## src/sv/wavhp_pkg.sv

```systemverilog
// shared types, constants and helpers for the wav header parser
`timescale 1ns / 1ps

package wavhp_pkg;

    localparam int HDR_LEN = 44;
    localparam int IDX_W   = $clog2(HDR_LEN);
    localparam logic [IDX_W-1:0] HDR_LAST = IDX_W'(HDR_LEN - 1);

    // byte offsets in the canonical header
    localparam logic [IDX_W-1:0] OFS_RIFF     = IDX_W'(0);
    localparam logic [IDX_W-1:0] OFS_WAVE     = IDX_W'(8);
    localparam logic [IDX_W-1:0] OFS_FMT      = IDX_W'(12);
    localparam logic [IDX_W-1:0] OFS_FMT_LEN  = IDX_W'(16);
    localparam logic [IDX_W-1:0] OFS_FMT_CODE = IDX_W'(20);
    localparam logic [IDX_W-1:0] OFS_CHANNELS = IDX_W'(22);
    localparam logic [IDX_W-1:0] OFS_RATE     = IDX_W'(24);
    localparam logic [IDX_W-1:0] OFS_ALIGN    = IDX_W'(32);
    localparam logic [IDX_W-1:0] OFS_DEPTH    = IDX_W'(34);
    localparam logic [IDX_W-1:0] OFS_DATA     = IDX_W'(36);

    localparam logic [31:0] TAG_RIFF = "RIFF";
    localparam logic [31:0] TAG_WAVE = "WAVE";
    localparam logic [31:0] TAG_FMT  = "fmt ";
    localparam logic [31:0] TAG_DATA = "data";
    localparam logic [7:0]  CHR_F    = "F";
    localparam logic [7:0]  CHR_X    = "X";

    localparam logic [31:0] FMT_CHUNK_LEN = 32'h0000_0010;
    localparam logic [15:0] FMT_CODE_PCM  = 16'h0001;

    // divider width
    localparam int DIV_W = 16;
    localparam int CNT_W = $clog2(DIV_W + 1);

    // result kinds
    localparam logic [1:0] KIND_DATA   = 2'd0;
    localparam logic [1:0] KIND_ACCEPT = 2'd1;
    localparam logic [1:0] KIND_REJECT = 2'd2;

    // error codes
    localparam logic [3:0] ERR_NONE  = 4'd0;
    localparam logic [3:0] ERR_RIFF  = 4'd1;
    localparam logic [3:0] ERR_WAVE  = 4'd2;
    localparam logic [3:0] ERR_FMT   = 4'd3;
    localparam logic [3:0] ERR_PCM   = 4'd4;
    localparam logic [3:0] ERR_CONT  = 4'd5;
    localparam logic [3:0] ERR_DEPTH = 4'd6;
    localparam logic [3:0] ERR_DATA  = 4'd7;
    localparam logic [3:0] ERR_CHAN  = 4'd8;

    // sample formats, big endian variant is the little endian code plus one
    localparam logic [3:0] FMT_U8      = 4'd0;
    localparam logic [3:0] FMT_S16LE   = 4'd1;
    localparam logic [3:0] FMT_S24_3LE = 4'd3;
    localparam logic [3:0] FMT_S24LE   = 4'd5;
    localparam logic [3:0] FMT_S32LE   = 4'd7;

    localparam logic [15:0] DEPTH_8  = 16'd8;
    localparam logic [15:0] DEPTH_16 = 16'd16;
    localparam logic [15:0] DEPTH_24 = 16'd24;
    localparam logic [15:0] DEPTH_32 = 16'd32;
    localparam logic [15:0] CONT_3   = 16'd3;
    localparam logic [15:0] CONT_4   = 16'd4;

    typedef struct packed {
        logic        riff_ok;
        logic        wave_ok;
        logic        fmt_ok;
        logic        data_ok;
        logic        big_endian;
        logic [31:0] fmt_len;
        logic [15:0] fmt_code;
        logic [15:0] channels;
        logic [31:0] rate;
        logic [15:0] align;
        logic [15:0] depth;
    } t_hdr_info;

    // picks byte j of a four character tag, first character at j = 0
    function automatic logic [7:0] tag_pick(input logic [31:0] tag, input logic [1:0] j);
        logic [7:0] b;
        begin
            unique case (j)
                2'd0: b = tag[31:24];
                2'd1: b = tag[23:16];
                2'd2: b = tag[15:8];
                2'd3: b = tag[7:0];
            endcase
            return b;
        end
    endfunction

    // expected byte at a tag position of the header, zero elsewhere
    function automatic logic [7:0] tag_byte(input logic [IDX_W-1:0] idx);
        logic [7:0] b;
        begin
            b = 8'h00;
            if (idx[IDX_W-1:2] == OFS_RIFF[IDX_W-1:2]) begin
                b = tag_pick(TAG_RIFF, idx[1:0]);
            end else if (idx[IDX_W-1:2] == OFS_WAVE[IDX_W-1:2]) begin
                b = tag_pick(TAG_WAVE, idx[1:0]);
            end else if (idx[IDX_W-1:2] == OFS_FMT[IDX_W-1:2]) begin
                b = tag_pick(TAG_FMT, idx[1:0]);
            end else if (idx[IDX_W-1:2] == OFS_DATA[IDX_W-1:2]) begin
                b = tag_pick(TAG_DATA, idx[1:0]);
            end
            return b;
        end
    endfunction

endpackage

```

## src/sv/wavhp_div.sv

```systemverilog
// restoring divider, one quotient bit per cycle
`timescale 1ns / 1ps

module wavhp_div (
    input  logic                         i_clk,
    input  logic                         i_rst_n,
    input  logic                         i_start,
    input  logic [wavhp_pkg::DIV_W-1:0]  i_dividend,
    input  logic [wavhp_pkg::DIV_W-1:0]  i_divisor,
    output logic                         o_done,
    output logic [wavhp_pkg::DIV_W-1:0]  o_quot,
    output logic [wavhp_pkg::DIV_W-1:0]  o_rem
);

    logic [wavhp_pkg::CNT_W-1:0] r_cnt;
    logic                        r_done;
    logic [wavhp_pkg::DIV_W-1:0] r_quo;
    logic [wavhp_pkg::DIV_W-1:0] r_rem;
    logic [wavhp_pkg::DIV_W-1:0] r_dvs;
    logic [wavhp_pkg::DIV_W:0]   shifted;
    logic [wavhp_pkg::DIV_W+1:0] diff;

    assign shifted = {r_rem, r_quo[wavhp_pkg::DIV_W-1]};
    assign diff    = {1'b0, shifted} - {2'b00, r_dvs};

    always_ff @(posedge i_clk) begin
        if (!i_rst_n) begin
            r_cnt  <= '0;
            r_done <= 1'b0;
        end else begin
            r_done <= (r_cnt == wavhp_pkg::CNT_W'(1)) && !i_start;
            if (i_start) begin
                r_cnt <= wavhp_pkg::CNT_W'(wavhp_pkg::DIV_W);
            end else if (r_cnt != '0) begin
                r_cnt <= r_cnt - wavhp_pkg::CNT_W'(1);
            end
        end
    end

    always_ff @(posedge i_clk) begin
        if (i_start) begin
            r_quo <= i_dividend;
            r_rem <= '0;
            r_dvs <= i_divisor;
        end else if (r_cnt != '0) begin
            // no borrow: the divisor fits, take the difference
            if (!diff[wavhp_pkg::DIV_W+1]) begin
                r_rem <= diff[wavhp_pkg::DIV_W-1:0];
                r_quo <= {r_quo[wavhp_pkg::DIV_W-2:0], 1'b1};
            end else begin
                r_rem <= shifted[wavhp_pkg::DIV_W-1:0];
                r_quo <= {r_quo[wavhp_pkg::DIV_W-2:0], 1'b0};
            end
        end
    end

    assign o_done = r_done;
    assign o_quot = r_quo;
    assign o_rem  = r_rem;

endmodule

```

## src/sv/wavhp_hdr.sv

```systemverilog
// header byte capture: tag checks and field assembly as bytes arrive
`timescale 1ns / 1ps

module wavhp_hdr (
    input  logic                         i_clk,
    input  logic                         i_we,
    input  logic [wavhp_pkg::IDX_W-1:0]  i_idx,
    input  logic [7:0]                   i_byte,
    output wavhp_pkg::t_hdr_info         o_info
);

    wavhp_pkg::t_hdr_info r_info;
    logic                 hit;
    logic [15:0]          n_sh16;
    logic [31:0]          n_sh32;
    logic [15:0]          sel16;
    logic [31:0]          sel32;

    assign hit = (i_byte == wavhp_pkg::tag_byte(i_idx));

    // pick the field the current byte belongs to
    always_comb begin
        sel16 = r_info.fmt_code;
        sel32 = r_info.fmt_len;
        if (i_idx == wavhp_pkg::OFS_CHANNELS || i_idx == wavhp_pkg::OFS_CHANNELS + 1) begin
            sel16 = r_info.channels;
        end else if (i_idx == wavhp_pkg::OFS_ALIGN || i_idx == wavhp_pkg::OFS_ALIGN + 1) begin
            sel16 = r_info.align;
        end else if (i_idx == wavhp_pkg::OFS_DEPTH || i_idx == wavhp_pkg::OFS_DEPTH + 1) begin
            sel16 = r_info.depth;
        end
        if (i_idx[wavhp_pkg::IDX_W-1:2] == wavhp_pkg::OFS_RATE[wavhp_pkg::IDX_W-1:2]) begin
            sel32 = r_info.rate;
        end
    end

    // big endian shifts in at the bottom, little endian at the top
    assign n_sh16 = r_info.big_endian ? {sel16[7:0], i_byte} : {i_byte, sel16[15:8]};
    assign n_sh32 = r_info.big_endian ? {sel32[23:0], i_byte} : {i_byte, sel32[31:8]};

    always_ff @(posedge i_clk) begin
        if (i_we) begin
            case (i_idx)
                wavhp_pkg::OFS_RIFF: r_info.riff_ok <= hit;
                wavhp_pkg::OFS_RIFF + 1, wavhp_pkg::OFS_RIFF + 2: begin
                    r_info.riff_ok <= r_info.riff_ok & hit;
                end
                wavhp_pkg::OFS_RIFF + 3: begin
                    r_info.riff_ok    <= r_info.riff_ok &
                        (i_byte == wavhp_pkg::CHR_F || i_byte == wavhp_pkg::CHR_X);
                    r_info.big_endian <= (i_byte == wavhp_pkg::CHR_X);
                end
                wavhp_pkg::OFS_WAVE: r_info.wave_ok <= hit;
                wavhp_pkg::OFS_WAVE + 1, wavhp_pkg::OFS_WAVE + 2, wavhp_pkg::OFS_WAVE + 3: begin
                    r_info.wave_ok <= r_info.wave_ok & hit;
                end
                wavhp_pkg::OFS_FMT: r_info.fmt_ok <= hit;
                wavhp_pkg::OFS_FMT + 1, wavhp_pkg::OFS_FMT + 2, wavhp_pkg::OFS_FMT + 3: begin
                    r_info.fmt_ok <= r_info.fmt_ok & hit;
                end
                wavhp_pkg::OFS_DATA: r_info.data_ok <= hit;
                wavhp_pkg::OFS_DATA + 1, wavhp_pkg::OFS_DATA + 2, wavhp_pkg::OFS_DATA + 3: begin
                    r_info.data_ok <= r_info.data_ok & hit;
                end
                wavhp_pkg::OFS_FMT_LEN, wavhp_pkg::OFS_FMT_LEN + 1,
                wavhp_pkg::OFS_FMT_LEN + 2, wavhp_pkg::OFS_FMT_LEN + 3: begin
                    r_info.fmt_len <= n_sh32;
                end
                wavhp_pkg::OFS_RATE, wavhp_pkg::OFS_RATE + 1,
                wavhp_pkg::OFS_RATE + 2, wavhp_pkg::OFS_RATE + 3: begin
                    r_info.rate <= n_sh32;
                end
                wavhp_pkg::OFS_FMT_CODE, wavhp_pkg::OFS_FMT_CODE + 1: r_info.fmt_code <= n_sh16;
                wavhp_pkg::OFS_CHANNELS, wavhp_pkg::OFS_CHANNELS + 1: r_info.channels <= n_sh16;
                wavhp_pkg::OFS_ALIGN, wavhp_pkg::OFS_ALIGN + 1: r_info.align <= n_sh16;
                wavhp_pkg::OFS_DEPTH, wavhp_pkg::OFS_DEPTH + 1: r_info.depth <= n_sh16;
                default: ;
            endcase
        end
    end

    assign o_info = r_info;

endmodule

```

## src/sv/wav_header_parse_channel_extract.sv

```systemverilog
// top level: byte sequencer, header evaluation and output register
`timescale 1ns / 1ps

// WAV header parser with channel extraction.
// Input channel: one file byte per transfer (i_data_byte), i_first_byte marks
// the first byte of a file and restarts header collection at byte 0.
// Output channel: one result per transfer; o_kind tells a data byte from a
// header accepted or header rejected report. Unused fields read as zero.
// Config: i_cfg_we writes i_cfg_data into the mono mode bit; write it only
// while the block is idle.
// The 44 header bytes are taken at one byte per cycle while the input is not
// stalled. After the last one the 16-step divider works out bytes per channel
// (block align over channel count): the input is stalled while it runs and the
// report appears in the output register in the cycle after that.
// Data bytes then pass through the output register, one byte per cycle while
// the receiver does not stall; a byte that is dropped gives no result. After a
// rejected header all bytes are dropped until the next first byte.
// When the receiver stalls a held result, the input stalls too, so nothing
// is lost. Reset puts the block in header collection with mono mode off.

module wav_header_parse_channel_extract (
    input  logic        i_clk,
    input  logic        i_rst_n,
    input  logic        i_in_valid,
    output logic        o_in_stall,
    input  logic [7:0]  i_data_byte,
    input  logic        i_first_byte,
    output logic        o_out_valid,
    input  logic        i_out_stall,
    output logic [1:0]  o_kind,
    output logic [7:0]  o_out_byte,
    output logic [3:0]  o_error_code,
    output logic [3:0]  o_sample_format,
    output logic [15:0] o_channel_total,
    output logic [15:0] o_out_channels,
    output logic [31:0] o_sample_rate,
    input  logic        i_cfg_we,
    input  logic        i_cfg_data
);

    typedef enum logic [3:0] {
        ST_HDR  = 4'b0001,
        ST_DIV  = 4'b0010,
        ST_PASS = 4'b0100,
        ST_DROP = 4'b1000
    } t_state;

    t_state                       r_state;
    logic [wavhp_pkg::IDX_W-1:0]  r_hcnt;
    logic                         r_mono;
    logic                         r_out_valid;
    logic [15:0]                  r_chan;
    logic [15:0]                  r_cbytes;
    logic [15:0]                  r_fbytes;
    logic [15:0]                  r_fpos;
    logic [15:0]                  n_fpos;

    logic [1:0]  r_kind;
    logic [7:0]  r_byte;
    logic [3:0]  r_err;
    logic [3:0]  r_fmt;
    logic [15:0] r_ch_tot;
    logic [15:0] r_ch_out;
    logic [31:0] r_rate;

    wavhp_pkg::t_hdr_info         info;
    logic [wavhp_pkg::IDX_W-1:0]  idx;
    logic                         in_acc;
    logic                         out_take;
    logic                         hdr_we;
    logic                         hdr_last;
    logic                         div_done;
    logic [15:0]                  div_quot;
    logic [15:0]                  div_rem;
    logic                         load_rpt;
    logic                         load_data;
    logic                         pass;
    logic [3:0]                   rpt_err;
    logic [3:0]                   rpt_fmt;
    logic [3:0]                   be_ofs;

    assign in_acc     = i_in_valid && !o_in_stall;
    assign out_take   = r_out_valid && !i_out_stall;
    assign o_in_stall = (r_state == ST_DIV) || (r_out_valid && i_out_stall);

    assign idx      = i_first_byte ? '0 : r_hcnt;
    assign hdr_we   = in_acc && (i_first_byte || r_state == ST_HDR);
    assign hdr_last = hdr_we && (idx == wavhp_pkg::HDR_LAST);

    wavhp_hdr u_hdr (
        .i_clk  (i_clk),
        .i_we   (hdr_we),
        .i_idx  (idx),
        .i_byte (i_data_byte),
        .o_info (info)
    );

    wavhp_div u_div (
        .i_clk      (i_clk),
        .i_rst_n    (i_rst_n),
        .i_start    (hdr_last),
        .i_dividend (info.align),
        .i_divisor  (info.channels),
        .o_done     (div_done),
        .o_quot     (div_quot),
        .o_rem      (div_rem)
    );

    // header checks in priority order
    assign be_ofs = {3'b000, info.big_endian};
    always_comb begin
        rpt_err = wavhp_pkg::ERR_NONE;
        rpt_fmt = wavhp_pkg::FMT_U8;
        priority if (!info.riff_ok) begin
            rpt_err = wavhp_pkg::ERR_RIFF;
        end else if (!info.wave_ok) begin
            rpt_err = wavhp_pkg::ERR_WAVE;
        end else if (!info.fmt_ok || info.fmt_len != wavhp_pkg::FMT_CHUNK_LEN) begin
            rpt_err = wavhp_pkg::ERR_FMT;
        end else if (info.fmt_code != wavhp_pkg::FMT_CODE_PCM) begin
            rpt_err = wavhp_pkg::ERR_PCM;
        end else if (info.channels == '0) begin
            rpt_err = wavhp_pkg::ERR_CHAN;
        end else if (info.depth == wavhp_pkg::DEPTH_8) begin
            rpt_fmt = wavhp_pkg::FMT_U8;
        end else if (info.depth == wavhp_pkg::DEPTH_16) begin
            rpt_fmt = wavhp_pkg::FMT_S16LE + be_ofs;
        end else if (info.depth == wavhp_pkg::DEPTH_24) begin
            priority if (div_quot == wavhp_pkg::CONT_3) begin
                rpt_fmt = wavhp_pkg::FMT_S24_3LE + be_ofs;
            end else if (div_quot == wavhp_pkg::CONT_4) begin
                rpt_fmt = wavhp_pkg::FMT_S24LE + be_ofs;
            end else begin
                rpt_err = wavhp_pkg::ERR_CONT;
            end
        end else if (info.depth == wavhp_pkg::DEPTH_32) begin
            rpt_fmt = wavhp_pkg::FMT_S32LE + be_ofs;
        end else begin
            rpt_err = wavhp_pkg::ERR_DEPTH;
        end
        if (rpt_err == wavhp_pkg::ERR_NONE && !info.data_ok) begin
            rpt_err = wavhp_pkg::ERR_DATA;
        end
    end

    assign load_rpt = (r_state == ST_DIV) && div_done;

    // frame walk for data bytes
    always_comb begin
        n_fpos = r_fpos;
        if (r_fbytes != '0) begin
            n_fpos = ({1'b0, r_fpos} + 17'd1 == {1'b0, r_fbytes}) ? '0 : r_fpos + 16'd1;
        end
    end
    assign pass = !(r_mono && r_chan > 16'd1) || (r_fbytes != '0 && r_fpos < r_cbytes);
    assign load_data = in_acc && !i_first_byte && (r_state == ST_PASS) && pass;

    always_ff @(posedge i_clk) begin
        if (!i_rst_n) begin
            r_state     <= ST_HDR;
            r_hcnt      <= '0;
            r_mono      <= 1'b0;
            r_out_valid <= 1'b0;
            r_chan      <= '0;
            r_cbytes    <= '0;
            r_fbytes    <= '0;
            r_fpos      <= '0;
        end else begin
            if (i_cfg_we) begin
                r_mono <= i_cfg_data;
            end
            if (load_rpt || load_data) begin
                r_out_valid <= 1'b1;
            end else if (out_take) begin
                r_out_valid <= 1'b0;
            end
            if (hdr_we) begin
                r_state <= hdr_last ? ST_DIV : ST_HDR;
                r_hcnt  <= hdr_last ? '0 : idx + wavhp_pkg::IDX_W'(1);
            end else if (load_rpt) begin
                if (rpt_err == wavhp_pkg::ERR_NONE) begin
                    r_state  <= ST_PASS;
                    r_chan   <= info.channels;
                    r_cbytes <= div_quot;
                    // quotient times channels is the dividend minus the remainder
                    r_fbytes <= info.align - div_rem;
                    r_fpos   <= '0;
                end else begin
                    r_state <= ST_DROP;
                end
            end else if (in_acc && r_state == ST_PASS) begin
                r_fpos <= n_fpos;
            end
        end
    end

    always_ff @(posedge i_clk) begin
        if (load_rpt) begin
            r_byte <= '0;
            if (rpt_err == wavhp_pkg::ERR_NONE) begin
                r_kind   <= wavhp_pkg::KIND_ACCEPT;
                r_err    <= wavhp_pkg::ERR_NONE;
                r_fmt    <= rpt_fmt;
                r_ch_tot <= info.channels;
                r_ch_out <= r_mono ? 16'd1 : info.channels;
                r_rate   <= info.rate;
            end else begin
                r_kind   <= wavhp_pkg::KIND_REJECT;
                r_err    <= rpt_err;
                r_fmt    <= '0;
                r_ch_tot <= '0;
                r_ch_out <= '0;
                r_rate   <= '0;
            end
        end else if (load_data) begin
            r_kind   <= wavhp_pkg::KIND_DATA;
            r_byte   <= i_data_byte;
            r_err    <= wavhp_pkg::ERR_NONE;
            r_fmt    <= '0;
            r_ch_tot <= '0;
            r_ch_out <= '0;
            r_rate   <= '0;
        end
    end

    assign o_out_valid     = r_out_valid;
    assign o_kind          = r_kind;
    assign o_out_byte      = r_byte;
    assign o_error_code    = r_err;
    assign o_sample_format = r_fmt;
    assign o_channel_total = r_ch_tot;
    assign o_out_channels  = r_ch_out;
    assign o_sample_rate   = r_rate;

`ifndef SYNTHESIS
    a_done_in_div: assert property (@(posedge i_clk) disable iff (!i_rst_n)
        div_done |-> r_state == ST_DIV)
        else $error("divider finished outside the divide state");

    a_out_empty_in_div: assert property (@(posedge i_clk) disable iff (!i_rst_n)
        r_state == ST_DIV |-> !r_out_valid)
        else $error("output register busy while the header report is pending");

    a_fpos_range: assert property (@(posedge i_clk) disable iff (!i_rst_n)
        (r_state == ST_PASS && r_fbytes != '0) |-> r_fpos < r_fbytes)
        else $error("frame position ran past the frame size");
`endif

endmodule
```

## config.mk

```make
export PLATFORM = sky130hd
export DESIGN_NAME = wav_header_parse_channel_extract
export DESIGN_NICKNAME = d
export VERILOG_FILES = /design/src/sv/wavhp_pkg.sv /design/src/sv/wavhp_div.sv /design/src/sv/wavhp_hdr.sv /design/src/sv/wav_header_parse_channel_extract.sv
export SDC_FILE = /design/constraint.sdc
export NUM_CORES = 1
export LEC_CHECK = 0
export ABC_CLOCK_PERIOD_IN_PS = 17400
export BUFFER_PORTS_ARGS = -buffer_cell sky130_fd_sc_hd__buf_4
export CAP_MARGIN = 20
export CORE_MARGIN = 5
export CORE_UTILIZATION = 30
export DETAILED_ROUTE_END_ITERATION = 10
export GPL_TIMING_DRIVEN = 0
export PLACE_DENSITY = 0.45
export SLEW_MARGIN = 15
export SYNTH_ARGS = -nofsm -noshare
export SYNTH_HDL_FRONTEND = slang
export SYNTH_SLANG_ARGS = --single-unit
```

## constraint.sdc

```tcl
create_clock -name i_clk -period 17.4 [get_ports i_clk]
set_input_delay 3.48 -clock i_clk [delete_from_list [all_inputs] [get_ports i_clk]]
set_output_delay 3.48 -clock i_clk [all_outputs]
set_load 0.01 [all_outputs]
```

==> reports/qor.csv <==
metric,value,unit
worst_setup_skew_after_layout,0.04349,ns
synth_commonest_cells,"edfxtp_1, nand2_1, a21oi_1, nor2_1, dfxtp_1",
count_of_flip_flops_with_a_built_in_enable_after_synthesis,239,
cts_repair_resize_count,0,
totalNegativeSetupSlack,0,ns
core-area,55090,um2
routedWlPerCell,20.95,um
start_kind,input pin,
finalWeightedCongestion,0.8742,
synth-seq-area-share,55.53,%
dominant_cells_by_area_after_synthesis,"edfxtp_1, dfxtp_1, a21oi_1",
clock_sinks,344,
main_combinational_cell_family_by_area_after_synthesis,simple AND/OR/NAND/NOR gates,
antennaDiodeCount,0,
synth_adder_area_share,4.432,%
syn-num-nets,1662,
post_drt_via_cell_ratio,5.027,
post_route_cells_drive_above_1_share,12.92,%
timing.final.setup_violations,0,
synth-simple-area-share,16.61,%
critPathBufInv,2,
r2r_end,u_div.o_quot[7],
drt-total-wl,52780,um
worstPathArrival,3.89,ns
final.period_utilization,42.35,%
worst_hold_path_type,reg2reg,
synth.most_common_cell,edfxtp_1,
timing.final.max_slew_violations,0,
yosys_warnings,0,
async_reset_ff_share,0,%
finalCoreUtilization,36.33,%
yosys-mux-area-fraction,4.432,%
timing_worst_setup_path_type,in2out,
place.port_buffers,97,
dp_hpwl,40170,um
floorplan.rows,86,
reg2reg_from,r_hcnt[0],
clk_pin_slew,0.06,ns
worst_skew_pair.late_latency,0.58,ns
finalHoldViolations,0,
cts.hold.buffers_added,0,
largest_area_contributor_in_the_netlist,edfxtp_1,
min_period,7.370,ns
timing.critical_path.slowest_cell_delay,0.16,ns
final_antenna_net_count,0,
total_power,2.386,mW
critical_path.top_delay_family,buffers and inverters,
grt_pass1_wl,79030,um
min_delay_worst_endpoint,r_hcnt[1],
ioPinCount,99,
grt_remaining_overflow,0,
cp.required,13.92,ns
worstRegToRegCells,8,
timing.critical_path.slowest_stage_cell,a21o_1,
grt_max_degree,55,
worst_hold_slack,0.4481,ns
timing.critical_path.to_type,output pin,
pre_cts_setup_slack,10.01,ns
drt_pre_antenna_iters,5,
netlist_area,16710,um2
crit_path_max_fanout,2,
transition_at_the_pin_with_the_smallest_max_transition_slack,1.006,ns
finish.instance_area,20010,um2
yosys_register_bits,344,
number_of_nets_in_the_finished_design,1813,
max-vdd-ir-drop,0.06840,mV
rrSetupSlack,13.58,ns
synth.lib_cells_used.distinct,78,
hp-start,r_hcnt[1],
timing.hold.worst_path_depth,2,
synth_compound_area_share,12.23,%
cts_tree,built,
htreeDepth,2,
post_cts_setup_buffers,0,
static-leakage-power,7.154,nW
status,"finished, final reports clean",
die_height,246.0,um
syn_area_per_cell,10.52,um2
place_area,18530,um2
syn_to_final_growth,19.76,%
drt_iter0_drc,940,
via_count,12670,
die_x,246.0,um
critical_path.most_common_cell,buf_4,
drv_cap,0,
antenna_found_initial,1,
cts-root-buf,clkbuf_16,
synthFlopType,edfxtp_1,
layout.cells.non_filler,2520,
dp_cells,2445,
post-route-drc-count,0,
xor_and_xnor_area_share_after_synthesis,2.830,%
cts_made_buffers,41,
power.density,119.2,nW/um2
max-clock-path-buffers,3,
grt_pass1_vias,12670,
setup_slack,10.03,ns
die_area,60520,um2
synth_instances,1589,
slew-limit-headroom,31.98,%
max_clock_freq,135.7,MHz
synth_top_cell_area_share,42.95,%
grt_setup_unrepaired,false,
worstPathCellList,buf_4 -> a21o_1 -> buf_4,
initial_core_util,30.33,%
globalRouteTotalUtil,17.05,%
-- report_power, final --
part	switching, mW	internal, mW
Combinational	0.271	0.194
Sequential	0.0527	0.934
Clock	0.359	0.575
Total	0.683	1.70
-- registers in the layout, indices dropped and copies added (netlist names) --
name,flops
o_channel_total,16
o_error_code,4
o_kind,2
o_out_byte,8
o_out_channels,16
o_out_valid,1
o_sample_format,4
o_sample_rate,32
r_cbytes,16
r_chan,15
r_fbytes,16
r_fpos,16
r_hcnt,6
r_mono,1
r_state,4
u_div.o_done,1
u_div.o_quot,16
u_div.o_rem,16
u_div.r_cnt,5
u_div.r_dvs,16
u_hdr.o_info,133
-- layout make-up --
cell class                      count  area (um2)
Buffer                             71       292.8
Clock buffer                       53        1112
Clock inverter                     22       367.9
Fill cell                        5587       35080
Inverter                           98       370.4
Multi-Input combinational cell   1076        6797
Sequential cell                   344        9279
Tap cell                          748       935.9
Timing Repair Buffer              108       858.3
-- cells in the final DEF, fill, tap and decap left out, types with 19 or more instances in the layout --
cell / Yosys / routed
nor3_1: 34 / 33
clkbuf_16: 0 / 42
o21ai_0: 57 / 57
nor4_1: 33 / 32
nand2_1: 199 / 199
and2_1: 57 / 57
clkbuf_1: 51 / 59
o211ai_1: 19 / 19
edfxtp_1: 239 / 239
mux2i_1: 65 / 65
dfxtp_1: 105 / 105
xnor2_1: 38 / 38
ha_1: 56 / 56
inv_1: 96 / 95
buf_4: 2 / 103
nor2_1: 110 / 107
nand3_1: 22 / 22
a21oi_1: 154 / 154
-- logic make-up (layout without fill, tap and decap cells) --
group,Yosys count,in the layout
muxes,73,73
and+or+nand+nor,555,555
buffers and inverters,169,352
adders and majority gates,58,58
DFF,344,344
AOI/OAI and AO/OA,336,336
xor gates and xnor gates,54,54
-- worst register-to-register path, cell delays in order, from the launching register on --
cell      delay, ns
dfxtp_1        0.36
nor2b_1        0.43
ha_1           0.23
clkbuf_1       0.37
inv_1          0.20
nor3_1         0.43
nand2_1        0.41
clkbuf_1       0.39
nand2_1        0.60
-- worst max-delay path by stage --
stage                 start                 to  slack (ns)  depth (start not counted)
2_1_floorplan  i_first_byte  u_hdr.o_info[100]        8.87                          8
3_3_place_gp   i_first_byte   u_hdr.o_info[98]        6.16                          8
3_5_place_dp   i_first_byte    u_div.o_quot[6]       10.01                         10
4_1_cts         i_out_stall         o_in_stall       10.03                          3
5_1_grt         i_out_stall         o_in_stall       10.02                          3
6_report        i_out_stall         o_in_stall       10.03                          3
-- metal layers --
metal	track usage, %	routed length, um	up-vias
met3	2.821	2526	64
li1	-	-	6046
met5	0	0	-
met4	3.627	869	0
met1	23.69	24340	6256
met2	28.23	25050	301
Note: power is estimated with default switching activity, not from simulation.
